[config.mk]
export PLATFORM = sky130hd
export DESIGN_NAME = csbc_lexer
export DESIGN_NICKNAME = d
export VERILOG_FILES = /design/src/rtl/csbc_pkg.sv /design/src/rtl/csbc_lexer.sv
export SDC_FILE = /design/constraint.sdc
export NUM_CORES = 1
export LEC_CHECK = 0
export ABC_AREA = 1
export BUFFER_PORTS_ARGS = -buffer_cell sky130_fd_sc_hd__buf_2
export CORE_ASPECT_RATIO = 0.5
export CORE_MARGIN = 4
export CORE_UTILIZATION = 61
export DETAILED_ROUTE_END_ITERATION = 16
export HOLD_SLACK_MARGIN = 0.08
export PLACE_DENSITY = 0.95
export SLEW_MARGIN = 20
export SYNTH_ARGS = -nofsm -noshare
export SYNTH_HDL_FRONTEND = slang
export SYNTH_SLANG_ARGS = --single-unit
export TNS_END_PERCENT = 30
[constraint.sdc]
create_clock -name clk -period 5.25 [get_ports clk]
set_clock_uncertainty 0.15 [all_clocks]
set_input_delay 0.2625 -clock clk [delete_from_list [all_inputs] [get_ports clk]]
set_output_delay 0.2625 -clock clk [all_outputs]
set_load 0.05 [all_outputs]
[src/rtl/csbc_pkg.sv]
// Shared types and character constants for the bracket checker.
package csbc_pkg;

	// Lexer modes
	typedef enum logic [3:0] {
		LEX_NORMAL   = 4'd0,
		LEX_CHR      = 4'd1,
		LEX_CHR_ESC  = 4'd2,
		LEX_STR      = 4'd3,
		LEX_STR_ESC  = 4'd4,
		LEX_SLASH    = 4'd5,
		LEX_LINE_CMT = 4'd6,
		LEX_BLK_CMT  = 4'd7,
		LEX_BLK_STAR = 4'd8
	} lex_mode_t;

	// Report kinds
	typedef enum logic [1:0] {
		RPT_UNMATCHED = 2'd0,
		RPT_UNCLOSED  = 2'd1,
		RPT_CLEAN     = 2'd2,
		RPT_OVERFLOW  = 2'd3
	} report_kind_t;

	// Command codes
	localparam logic CMD_BYTE = 1'b0;
	localparam logic CMD_END  = 1'b1;

	// Characters the lexer cares about
	localparam logic [7:0] CH_LPAREN  = 8'h28;
	localparam logic [7:0] CH_RPAREN  = 8'h29;
	localparam logic [7:0] CH_LBRACE  = 8'h7B;
	localparam logic [7:0] CH_RBRACE  = 8'h7D;
	localparam logic [7:0] CH_SLASH   = 8'h2F;
	localparam logic [7:0] CH_STAR    = 8'h2A;
	localparam logic [7:0] CH_BSLASH  = 8'h5C;
	localparam logic [7:0] CH_NL      = 8'h0A;
	localparam logic [7:0] CH_SQUOTE  = 8'h27;
	localparam logic [7:0] CH_DQUOTE  = 8'h22;

	localparam int OUT_LINE_W = 20;
	typedef logic [OUT_LINE_W-1:0] line_out_t;

	// Bracket event from the lexer to the stack
	typedef struct packed {
		logic open;
		logic close;
		logic curly;
		logic end_mark;
	} brk_ev_t;

	// Result word
	typedef struct packed {
		report_kind_t kind;
		logic [7:0]   chr;
		line_out_t    line;
		logic         any_error;
	} report_t;

endpackage

[src/rtl/csbc_lexer.sv]
// Lexer state machine: skips literals and comments, counts lines, flags brackets.
module csbc_lexer #(
	parameter int LINE_BITS = 20
) (
	input  logic                  clk,
	input  logic                  arst_n,
	input  logic                  advance,
	input  logic                  cmd_s1,
	input  logic [7:0]            char_s1,
	output csbc_pkg::brk_ev_t     ev,
	output logic [LINE_BITS-1:0]  line
);

	csbc_pkg::lex_mode_t mode_q, mode_d;
	logic [LINE_BITS-1:0] line_q;
	logic bump;
	logic as_normal;
	logic is_end;

	assign is_end = (cmd_s1 == csbc_pkg::CMD_END);

	// Byte is handled as ordinary source (also the byte after a lone slash)
	always_comb begin
		case (mode_q)
			csbc_pkg::LEX_NORMAL:   as_normal = 1'b1;
			csbc_pkg::LEX_SLASH:    as_normal = (char_s1 != csbc_pkg::CH_SLASH) &&
				(char_s1 != csbc_pkg::CH_STAR);
			csbc_pkg::LEX_CHR,
			csbc_pkg::LEX_CHR_ESC,
			csbc_pkg::LEX_STR,
			csbc_pkg::LEX_STR_ESC,
			csbc_pkg::LEX_LINE_CMT,
			csbc_pkg::LEX_BLK_CMT,
			csbc_pkg::LEX_BLK_STAR: as_normal = 1'b0;
			default:                as_normal = 1'b1;
		endcase
	end

	// Next mode and line bump
	always_comb begin
		mode_d = mode_q;
		bump = 1'b0;
		if (as_normal) begin
			mode_d = csbc_pkg::LEX_NORMAL;
			case (char_s1)
				csbc_pkg::CH_NL:     bump = 1'b1;
				csbc_pkg::CH_SQUOTE: mode_d = csbc_pkg::LEX_CHR;
				csbc_pkg::CH_DQUOTE: mode_d = csbc_pkg::LEX_STR;
				csbc_pkg::CH_SLASH:  mode_d = csbc_pkg::LEX_SLASH;
				default:             mode_d = csbc_pkg::LEX_NORMAL;
			endcase
		end else begin
			case (mode_q)
				csbc_pkg::LEX_CHR: begin
					if (char_s1 == csbc_pkg::CH_BSLASH) mode_d = csbc_pkg::LEX_CHR_ESC;
					else if (char_s1 == csbc_pkg::CH_SQUOTE) mode_d = csbc_pkg::LEX_NORMAL;
				end
				csbc_pkg::LEX_CHR_ESC: mode_d = csbc_pkg::LEX_CHR;
				csbc_pkg::LEX_STR: begin
					if (char_s1 == csbc_pkg::CH_BSLASH) mode_d = csbc_pkg::LEX_STR_ESC;
					else if (char_s1 == csbc_pkg::CH_DQUOTE) mode_d = csbc_pkg::LEX_NORMAL;
				end
				csbc_pkg::LEX_STR_ESC: mode_d = csbc_pkg::LEX_STR;
				csbc_pkg::LEX_SLASH: begin
					if (char_s1 == csbc_pkg::CH_SLASH) mode_d = csbc_pkg::LEX_LINE_CMT;
					else mode_d = csbc_pkg::LEX_BLK_CMT;
				end
				csbc_pkg::LEX_LINE_CMT: begin
					if (char_s1 == csbc_pkg::CH_NL) begin
						bump = 1'b1;
						mode_d = csbc_pkg::LEX_NORMAL;
					end
				end
				csbc_pkg::LEX_BLK_CMT: begin
					if (char_s1 == csbc_pkg::CH_NL) bump = 1'b1;
					else if (char_s1 == csbc_pkg::CH_STAR) mode_d = csbc_pkg::LEX_BLK_STAR;
				end
				csbc_pkg::LEX_BLK_STAR: begin
					if (char_s1 == csbc_pkg::CH_SLASH) begin
						mode_d = csbc_pkg::LEX_NORMAL;
					end else if (char_s1 != csbc_pkg::CH_STAR) begin
						bump = (char_s1 == csbc_pkg::CH_NL);
						mode_d = csbc_pkg::LEX_BLK_CMT;
					end
				end
				default: mode_d = csbc_pkg::LEX_NORMAL;
			endcase
		end
	end

	// Bracket events
	always_comb begin
		ev.end_mark = is_end;
		ev.open  = !is_end && as_normal &&
			((char_s1 == csbc_pkg::CH_LPAREN) || (char_s1 == csbc_pkg::CH_LBRACE));
		ev.close = !is_end && as_normal &&
			((char_s1 == csbc_pkg::CH_RPAREN) || (char_s1 == csbc_pkg::CH_RBRACE));
		ev.curly = (char_s1 == csbc_pkg::CH_LBRACE) || (char_s1 == csbc_pkg::CH_RBRACE);
	end

	assign line = line_q;

	// Advance mode and saturating line counter; end marker restarts the stream
	always_ff @(posedge clk or negedge arst_n) begin
		if (!arst_n) begin
			mode_q <= csbc_pkg::LEX_NORMAL;
			line_q <= LINE_BITS'(1);
		end else if (advance) begin
			if (is_end) begin
				mode_q <= csbc_pkg::LEX_NORMAL;
				line_q <= LINE_BITS'(1);
			end else begin
				mode_q <= mode_d;
				if (bump && (line_q != {LINE_BITS{1'b1}})) line_q <= line_q + LINE_BITS'(1);
			end
		end
	end

endmodule

After elaboration in Yosys (flattened, before gate mapping)
Index checks and enable logic that the tools add are counted.

storage, ports and cells
  register bits after elaboration = 24
  latch bits = 0
  bits in writable memories = 0
  ROM bits = 0
  output and inout bits = 24
  memories kept = 0

operators by class
  add/sub/neg operators = 1
  multiply operators = 0
  divide/modulo/power cells = 0
  order comparisons = 0
  equality and inequality tests = 27
  shifts and indexed selects = 0
  mux-type cells = 22
  bitwise logic cells = 0
  reductions and logical operators = 14

operator list
  operator                                       number
  == test 8 x 6 -> 1 bit, second input constant  6
  two-way mux 4 bit                              11
  two-way mux 20 bit                             2
  case mux 4 bit (8 select lines)                1
  == test 8 x 7 -> 1 bit, second input constant  3
  adder 20 x 1 -> 20 bit, second input constant  1
  != test 20 bit, second input constant          1
  == test 4 x 3 -> 1 bit, second input constant  4
  != test 8 x 6 -> 1 bit, second input constant  2
  != test 5 bit, second input constant           3
  != test 4 bit, second input constant           3
  case mux 3 bit (3 select lines)                1
  == test 4 x 2 -> 1 bit, second input constant  2
  == test 8 x 4 -> 1 bit, second input constant  1
  AND reduction 7 bit                            1
  OR reduction 7 bit                             1
  logical AND 1 bit                              5
  two-way mux 1 bit                              5
  == test 4 x 1 -> 1 bit, second input constant  1
  == test 4 bit, second input constant           1
  case mux 1 bit (2 select lines)                2
  logical OR 1 bit                               3
  AND reduction 2 bit                            1
  nonzero test 2 bit                             1
  2 further kinds                                2

Logic depth before layout (Yosys ltp)
Gate-level depths: netlist (run 1).

  depth after elaboration = 8
  mapped depth = 12

Worst setup path before layout (run 1)
OpenSTA, ideal clock, no wires.

  path type = reg2out
  from = register mode_q[3]
  to = output ev[2] in the netlist's numbering
  data arrival time = 1778 ps
  setup slack = 3060 ps
  stages on the path, launching flop included = 8
  cell sequence = dfrtp_1 nor2_1 inv_1 nor2_2 nand3_2 nand2_1 nand2_1 a21oi_1

RTL lines
  what                    RTL line           text
  start, declared         csbc_lexer.sv:14   csbc_pkg::lex_mode_t mode_q, mode_d;
  start signal, assigned  csbc_lexer.sv:106  mode_q <= csbc_pkg::LEX_NORMAL;
  start signal, assigned  csbc_lexer.sv:110  mode_q <= csbc_pkg::LEX_NORMAL;
  start signal, assigned  csbc_lexer.sv:113  mode_q <= mode_d;
  end, declared           csbc_lexer.sv:10   output csbc_pkg::brk_ev_t ev,

Worst setup path in the final report (run 1)
  from = register line_q[0], in the netlist line[0]
  to = register line_q[18], in the netlist line[18]

between the ends
  longest elaborated chain between the ends = 4
  elaborated cells on any way between the ends = 7
  those cells by class = add/sub: 1; eq/ne: 1; mux: 2; reduce/logical: 3

RTL lines
  what                                                                            RTL line           text
  start, declared                                                                 csbc_lexer.sv:15   logic [LINE_BITS-1:0] line_q;
  start signal, assigned                                                          csbc_lexer.sv:114  if (bump && (line_q != {LINE_BITS{1'b1}})) line_q <= line_q + LINE_BITS'(1);
  parallel branches: the longest is 4 deep, another holds adder 20 x 1 -> 20 bit  n/a

Several ways; the timed one is not identified. The select of a mux whose other input is x is not followed.
A chain may end at the register's enable or synchronous reset.

==> results.json, run 1 <==
{
  "routedWlPerCell_um": 13.63,
  "layout-drive-gt1-share_pct": 15.12,
  "drt-vias-per-instance": 5.724,
  "synth_compound_area_share_pct": 3.125,
  "die_area_mm2": 0.004468,
  "dpl.hpwl_um": 4211,
  "power.density_mw_per_mm2": 199.7,
  "io_pins": 36,
  "cts_buffers": 3,
  "synth_area_mm2": 0.002082,
  "cts_resized": 0,
  "grt_pass1_wl_um": 9777,
  "synth_commonest_cells": "nand2_1, nor2_1, inv_1, nand4_1, nand3_1",
  "ir_drop_mv": 0.1177,
  "worst_ep_required_time_ns": 5.31,
  "yosysTopAreaCell": "dfrtp_1",
  "max_cap_violations": 0,
  "n_fill_cell": 259,
  "netlist.area_leader.share_pct": 27.64,
  "synth_cell_types": 26,
  "cts_root_buffer": "clkbuf_8",
  "place_congestion": 0.9343,
  "area_delta_synth_final_pct": 10.64,
  "seq_area_um2": 601.8,
  "grt_max_degree": 27,
  "slew_headroom_pct": 39.24,
  "switchingPower_uw": 167.3,
  "fin_crit_ns": 2.960,
  "min_period_over_period_pct": 56.39,
  "synthSimpleGateAreaFrac_pct": 54.39,
  "cts_max_path_buffers": 2,
  "tightest_slew_ns": 0.9086,
  "p_seq_share_pct": 47.1,
  "fp.dieH_um": 49.31,
  "multi_input_area_mm2": 0.001280,
  "fmax_ghz": 0.3378,
  "hold_viol": 0,
  "clk_pin_slew_ns": 0.08,
  "outcome": "complete, no violations",
  "overflow": 0,
  "syn_nets": 362,
  "fp.dieW_um": 90.62,
  "p_int_uw": 292.8,
  "hp-class": "in2reg",
  "synthTopCellsByArea": "dfrtp_1, nand2_1, nor2_1",
  "synth_edf_count": 0,
  "slew_viol_final": 0,
  "worstSetupPathType": "reg2reg",
  "critPathArrivalTime_ns": 3.02,
  "synth_top_family_by_area": "simple AND/OR/NAND/NOR gates",
  "pwr-share-comb_pct": 25.7,
  "yosysSeqAreaShare_pct": 28.91,
  "cts_tree": "done",
  "crit_path_max_fanout": 21,
  "async_flop_share_pct": 100.0,
  "setup_viol": 0,
  "io_buffers": 35,
  "routed-via-count": 2387,
  "syn_inst": 349,
  "synth_xor_area_share_pct": 3.365,
  "first_pass_iters": 5,
  "clock-sinks": 24,
  "power.leakage_uw": 0.001198,
  "fin_nets": 391,
  "ys_seq_elements": 24,
  "antenna_found_initial": 0,
  "place_ws_ns": 2.387,
  "setup_tns_ns": 0,
  "synth_mux_area_share_pct": 0,
  "cp-start-kind": "register",
  "p_clk_share_pct": 27.1,
  "num_antenna_cells": 0,
  "grtUsageTotal_pct": 26.43,
  "synth_adder_area_share_pct": 0.6010,
  "cts_max_level": 1,
  "ys.flop_type": "dfrtp_1",
  "swShare_pct": 36.36,
  "syn_avg_cell_area_um2": 5.966,
  "setup_ws_ns": 2.290,
  "grt_pass1_vias": 2251,
  "cp-end-kind": "register",
  "core_mm2": 0.003136,
  "yosysMostFrequentCell": "nand2_1",
  "yosys_warnings": 0,
  "start_util_pct": 66.40,
  "drtAntennaViolNets": 0,
  "dr.first_iter.drc_count": 165,
  "grt_setup_unrepaired": "false",
  "placed_cell_area_mm2": 0.002238,
  "num_rows": 14,
  "postLayoutCellArea_mm2": 0.002303,
  "insertion_delay_ns": 0.27,
  "post-route-drc-count": 0,
  "fin_hold_ws_ns": 0.3208,
  "wirelength_um": 5684
}
## cells by family after synthesis
group / count (synthesis)
and+or+nand+nor: 258
buffers and inverters: 47
DFF: 24
AOI/OAI and AO/OA: 11
xor gates and xnor gates: 8
adders and majority gates: 1
## stage by stage
stage	util, %	total power, uW	instances
after CTS	73.46	461.3	417
after floorplan	-	304.2	349
final	73.46	460.1	417
after global placement	71.39	331.3	412
after global routing	73.46	484.1	417
after detailed placement	71.39	336.7	412
## cell type report
class | instances | share of cell area [%]
multi-input combinational | 278 | 55.57
sequential | 24 | 26.13
timing repair buffer | 36 | 8.039
inverter | 35 | 5.703
clock buffer | 4 | 2.390
tap | 40 | 2.173
## metal layers
metal / global-route usage [%] / routed length [um] / vias up
met5: 0 / 0 / -
met2: 48.34 / 2774 / 141
met3: 4.314 / 479 / 20
met4: 11.17 / 137 / 0
met1: 30.90 / 2293 / 1056
li1: - / - / 1170
## worst max-delay path, cell delays in order (launching register included)
cell	delay, ns
dfstp_2	0.63
ha_1	0.33
nand3_2	0.15
inv_2	0.09
nand2_4	0.08
nor2_2	0.13
nand3_1	0.11
nand2_1	0.07
nand2_1	0.42
nand3_2	0.51
nand2_1	0.12
nand2_1	0.10
## path summary, 6_finish.rpt
check                      depth (start not counted)  slack, ns                    end             startpoint
max                                               11       2.29   line[18]$_DFFE_PN0P_    line[0]$_DFFE_PN1P_
min reg2reg                                        2       0.39  mode_q[2]$_DFFE_PN0P_  mode_q[2]$_DFFE_PN0P_
max reg2reg                                       11       2.29   line[18]$_DFFE_PN0P_    line[0]$_DFFE_PN1P_
max in group asynchronous                          2       4.23    line[0]$_DFFE_PN1P_                 arst_n
min in group asynchronous                          2       0.35   line[13]$_DFFE_PN0P_                 arst_n
min                                                3       0.32    line[0]$_DFFE_PN1P_                advance
## registers in the layout, indices dropped and copies added, names as in the netlist
signal and cells:
line 20, mode_q 4
## placed cells by master (no fill, tap or decap), drive strengths merged
cell and n:
nor2 61, nand4 28, o21bai 4, nand2 134, buf 35, dfstp 1, dfrtp 23, xor2 5
inv 35, o21ai 4, ha 1, clkbuf 4, nand3 30, a21oi 3, dlygate4sd3 1, and2 2
xnor2 3, nor3 3
## repair_timing
| action | in CTS | in global routing |
|---|---|---|
| hold buffers | 1 | 0 |
| setup buffers | 0 | 0 |
| hold endpoints to repair | 23 | 0 |
## power by group through the flow
stage | Clock, uW | Combinational, uW | Sequential [uW]
detailed placement | 0 | 117 | 220
finish | 125 | 118 | 217
global placement | 0 | 113 | 218
global route | 136 | 129 | 220
floorplan | 0 | 49.2 | 255
CTS | 127 | 118 | 216
Power figures use the tool's default switching activity.
==> run 2: changes to the inputs <==
--- a/config.mk
+++ b/config.mk
@@ -9,10 +9,10 @@
 export BUFFER_PORTS_ARGS = -buffer_cell sky130_fd_sc_hd__buf_2
 export CORE_ASPECT_RATIO = 0.5
 export CORE_MARGIN = 4
-export CORE_UTILIZATION = 61
+export CORE_UTILIZATION = 51
 export DETAILED_ROUTE_END_ITERATION = 16
 export HOLD_SLACK_MARGIN = 0.08
-export PLACE_DENSITY = 0.95
+export PLACE_DENSITY = 0.87
 export SLEW_MARGIN = 20
 export SYNTH_ARGS = -nofsm -noshare
 export SYNTH_HDL_FRONTEND = slang
==> constraint.sdc (replaced) <==
create_clock -name clk -period 2.7 [get_ports clk]
set_clock_uncertainty 0.15 [all_clocks]
set_input_delay 0.135 -clock clk [delete_from_list [all_inputs] [get_ports clk]]
set_output_delay 0.135 -clock clk [all_outputs]
set_load 0.05 [all_outputs]
==> run 2 against run 1 <==
Effect of this change: die area up 17%; sequential power increased by 94%; sequential share of layout area down 0.36 points; setup slack lost 1.8 ns; non-clock buffer count rose by 2; power up 97%; count of clock-buffer cells in the layout unchanged; largest cell class unchanged.
==> results.json, run 2 (synthesized netlist as in run 1, its figures left out) <==
{
  "cp_slowest_cell": "dfstp_2",
  "cp_top_family": "simple AND/OR/NAND/NOR gates",
  "outcome": "complete, no violations",
  "cts_root_buffer": "clkbuf_8",
  "num_antenna_cells": 0,
  "grt_pass1_wl_um": 9673,
  "hp-class": "in2reg",
  "cts_max_path_buffers": 2,
  "fp.dieH_um": 53.18,
  "overflow": 0,
  "place_ws_ns": 0.5099,
  "cts_buffers": 3,
  "io_buffers": 35,
  "insertion_delay_ns": 0.28,
  "worstSetupPathType": "reg2reg",
  "power.leakage_uw": 0.001207,
  "cp-start-kind": "register",
  "wirelength_um": 5413,
  "slew_headroom_pct": 64.81,
  "antenna_found_initial": 0,
  "layout_common_cells": "nand2_1, nor2_1, buf_2",
  "die_area_mm2": 0.005231,
  "hold_viol": 0,
  "routed-via-count": 2350,
  "min_period_over_period_pct": 82.53,
  "place_congestion": 0.9476,
  "drt-vias-per-instance": 5.427,
  "grt_max_degree": 27,
  "fin_crit_ns": 2.228,
  "drtAntennaViolNets": 0,
  "dr.first_iter.drc_count": 152,
  "final_common_cell": "nand2_1",
  "core_mm2": 0.003924,
  "clk_pin_slew_ns": 0.09,
  "io_pins": 36,
  "fp.dieW_um": 98.36,
  "crit_path_max_fanout": 20,
  "first_pass_iters": 4,
  "clock-sinks": 24,
  "critPathArrivalTime_ns": 2.29,
  "dpl.hpwl_um": 4015,
  "max_stage_delay_ns": 0.61,
  "setup_ws_ns": 0.4716,
  "grtUsageTotal_pct": 22.42,
  "largest_reg_flops": 20,
  "start_util_pct": 53.06,
  "area_delta_synth_final_pct": 12.20,
  "seq_area_um2": 601.8,
  "worst_ep_required_time_ns": 2.76,
  "multi_input_area_mm2": 0.001280,
  "n_fill_cell": 390,
  "cp_cell_sequence": "ha_1 -> nand3_2 -> inv_2 -> nand2_4 -> nor2_2 -> nand3_1 -> nand2_1 -> nand2_1 -> nand3_2 -> nand2_1 -> nand2_1",
  "slew_viol_final": 0,
  "grt_setup_unrepaired": "false",
  "max_cap_violations": 0,
  "worst-path-buf-inv": 1,
  "ir_drop_mv": 0.1628,
  "post-route-drc-count": 0,
  "setup_tns_ns": 0,
  "p_total_uw": 904.4,
  "grt_pass1_vias": 2299,
  "fmax_ghz": 0.4487,
  "cts_tree": "done",
  "cts_max_level": 1,
  "tightest_slew_ns": 0.5278,
  "routedWlPerCell_um": 12.50,
  "num_rows": 16,
  "power.density_mw_per_mm2": 387.2,
  "fin_nets": 393,
  "crit_top_cell": "nand2_1",
  "setup_viol": 0,
  "layout-drive-gt1-share_pct": 15.57,
  "cp-end-kind": "register"
}
[run 2: cell types whose count changed in the layout (fill, tap and decap cells not counted)]
cell   previous run  this run
buf_4             0         2
[run 2: cell type report]
cell class,instances,share of cell area [%]
inverters,35,5.624
repair buffers,38,8.570
multi-input cells,278,54.79
clock buffers,4,2.357
well taps,54,2.892
flip-flops and latches,24,25.76
[run 2: path summary, 6_finish.rpt]
path	start	slack [ns]	depth (start not counted)	end
max	line[0]$_DFFE_PN1P_	0.47	11	line[8]$_DFFE_PN0P_
min	advance	0.19	3	mode_q[0]$_DFFE_PN0P_
max reg2reg	line[0]$_DFFE_PN1P_	0.47	11	line[8]$_DFFE_PN0P_
min reg2reg	mode_q[2]$_DFFE_PN0P_	0.37	2	mode_q[2]$_DFFE_PN0P_
max in group asynchronous	arst_n	1.82	2	line[0]$_DFFE_PN1P_
min in group asynchronous	arst_n	0.21	2	line[8]$_DFFE_PN0P_
[run 2: worst min-delay path, stage by stage]
cell and delay, ns:
buf_2 0.26, nand3_1 0.15, nand2_1 0.04
[run 2: timing repair]
item / in CTS / in global routing
setup endpoints to repair: 0 / 0
gates resized for setup: 0 / 0
buffers inserted: 0 / 0
hold buffers: 1 / 0
endpoints found under the hold margin: 24 / 0
[run 2: per-stage QoR]
stage / area (um2) / std cells / utilization, % / hold slack, ns
finish: 2336 / 433 / 59.53 / 0.1923
global route: 2336 / 433 / 59.53 / 0.2161
CTS: 2336 / 433 / 59.53 / 0.1728
detailed placement: 2271 / 428 / 57.88 / 0.0007977
global placement: 2271 / 428 / 57.88 / -0.01513
floorplan: 2082 / 349 / - / -0.3106
[run 2: per-layer routing]
metal,GRT usage [%],wire length (um),vias to the layer above
li1,-,-,1173
met1,25.62,2263,1074
met2,44.30,2731,94
met3,3.289,371,9
met4,6.576,46,0
met5,0,0,-
[run 2: report_power, final]
group	total [uW]	internal [uW]	leakage, uW	switching (uW)
registers	420	383	0.000326	37.0
logic	231	57.6	0.000853	173
clock network	254	131	0.0000288	123
total	904	571	0.00121	333
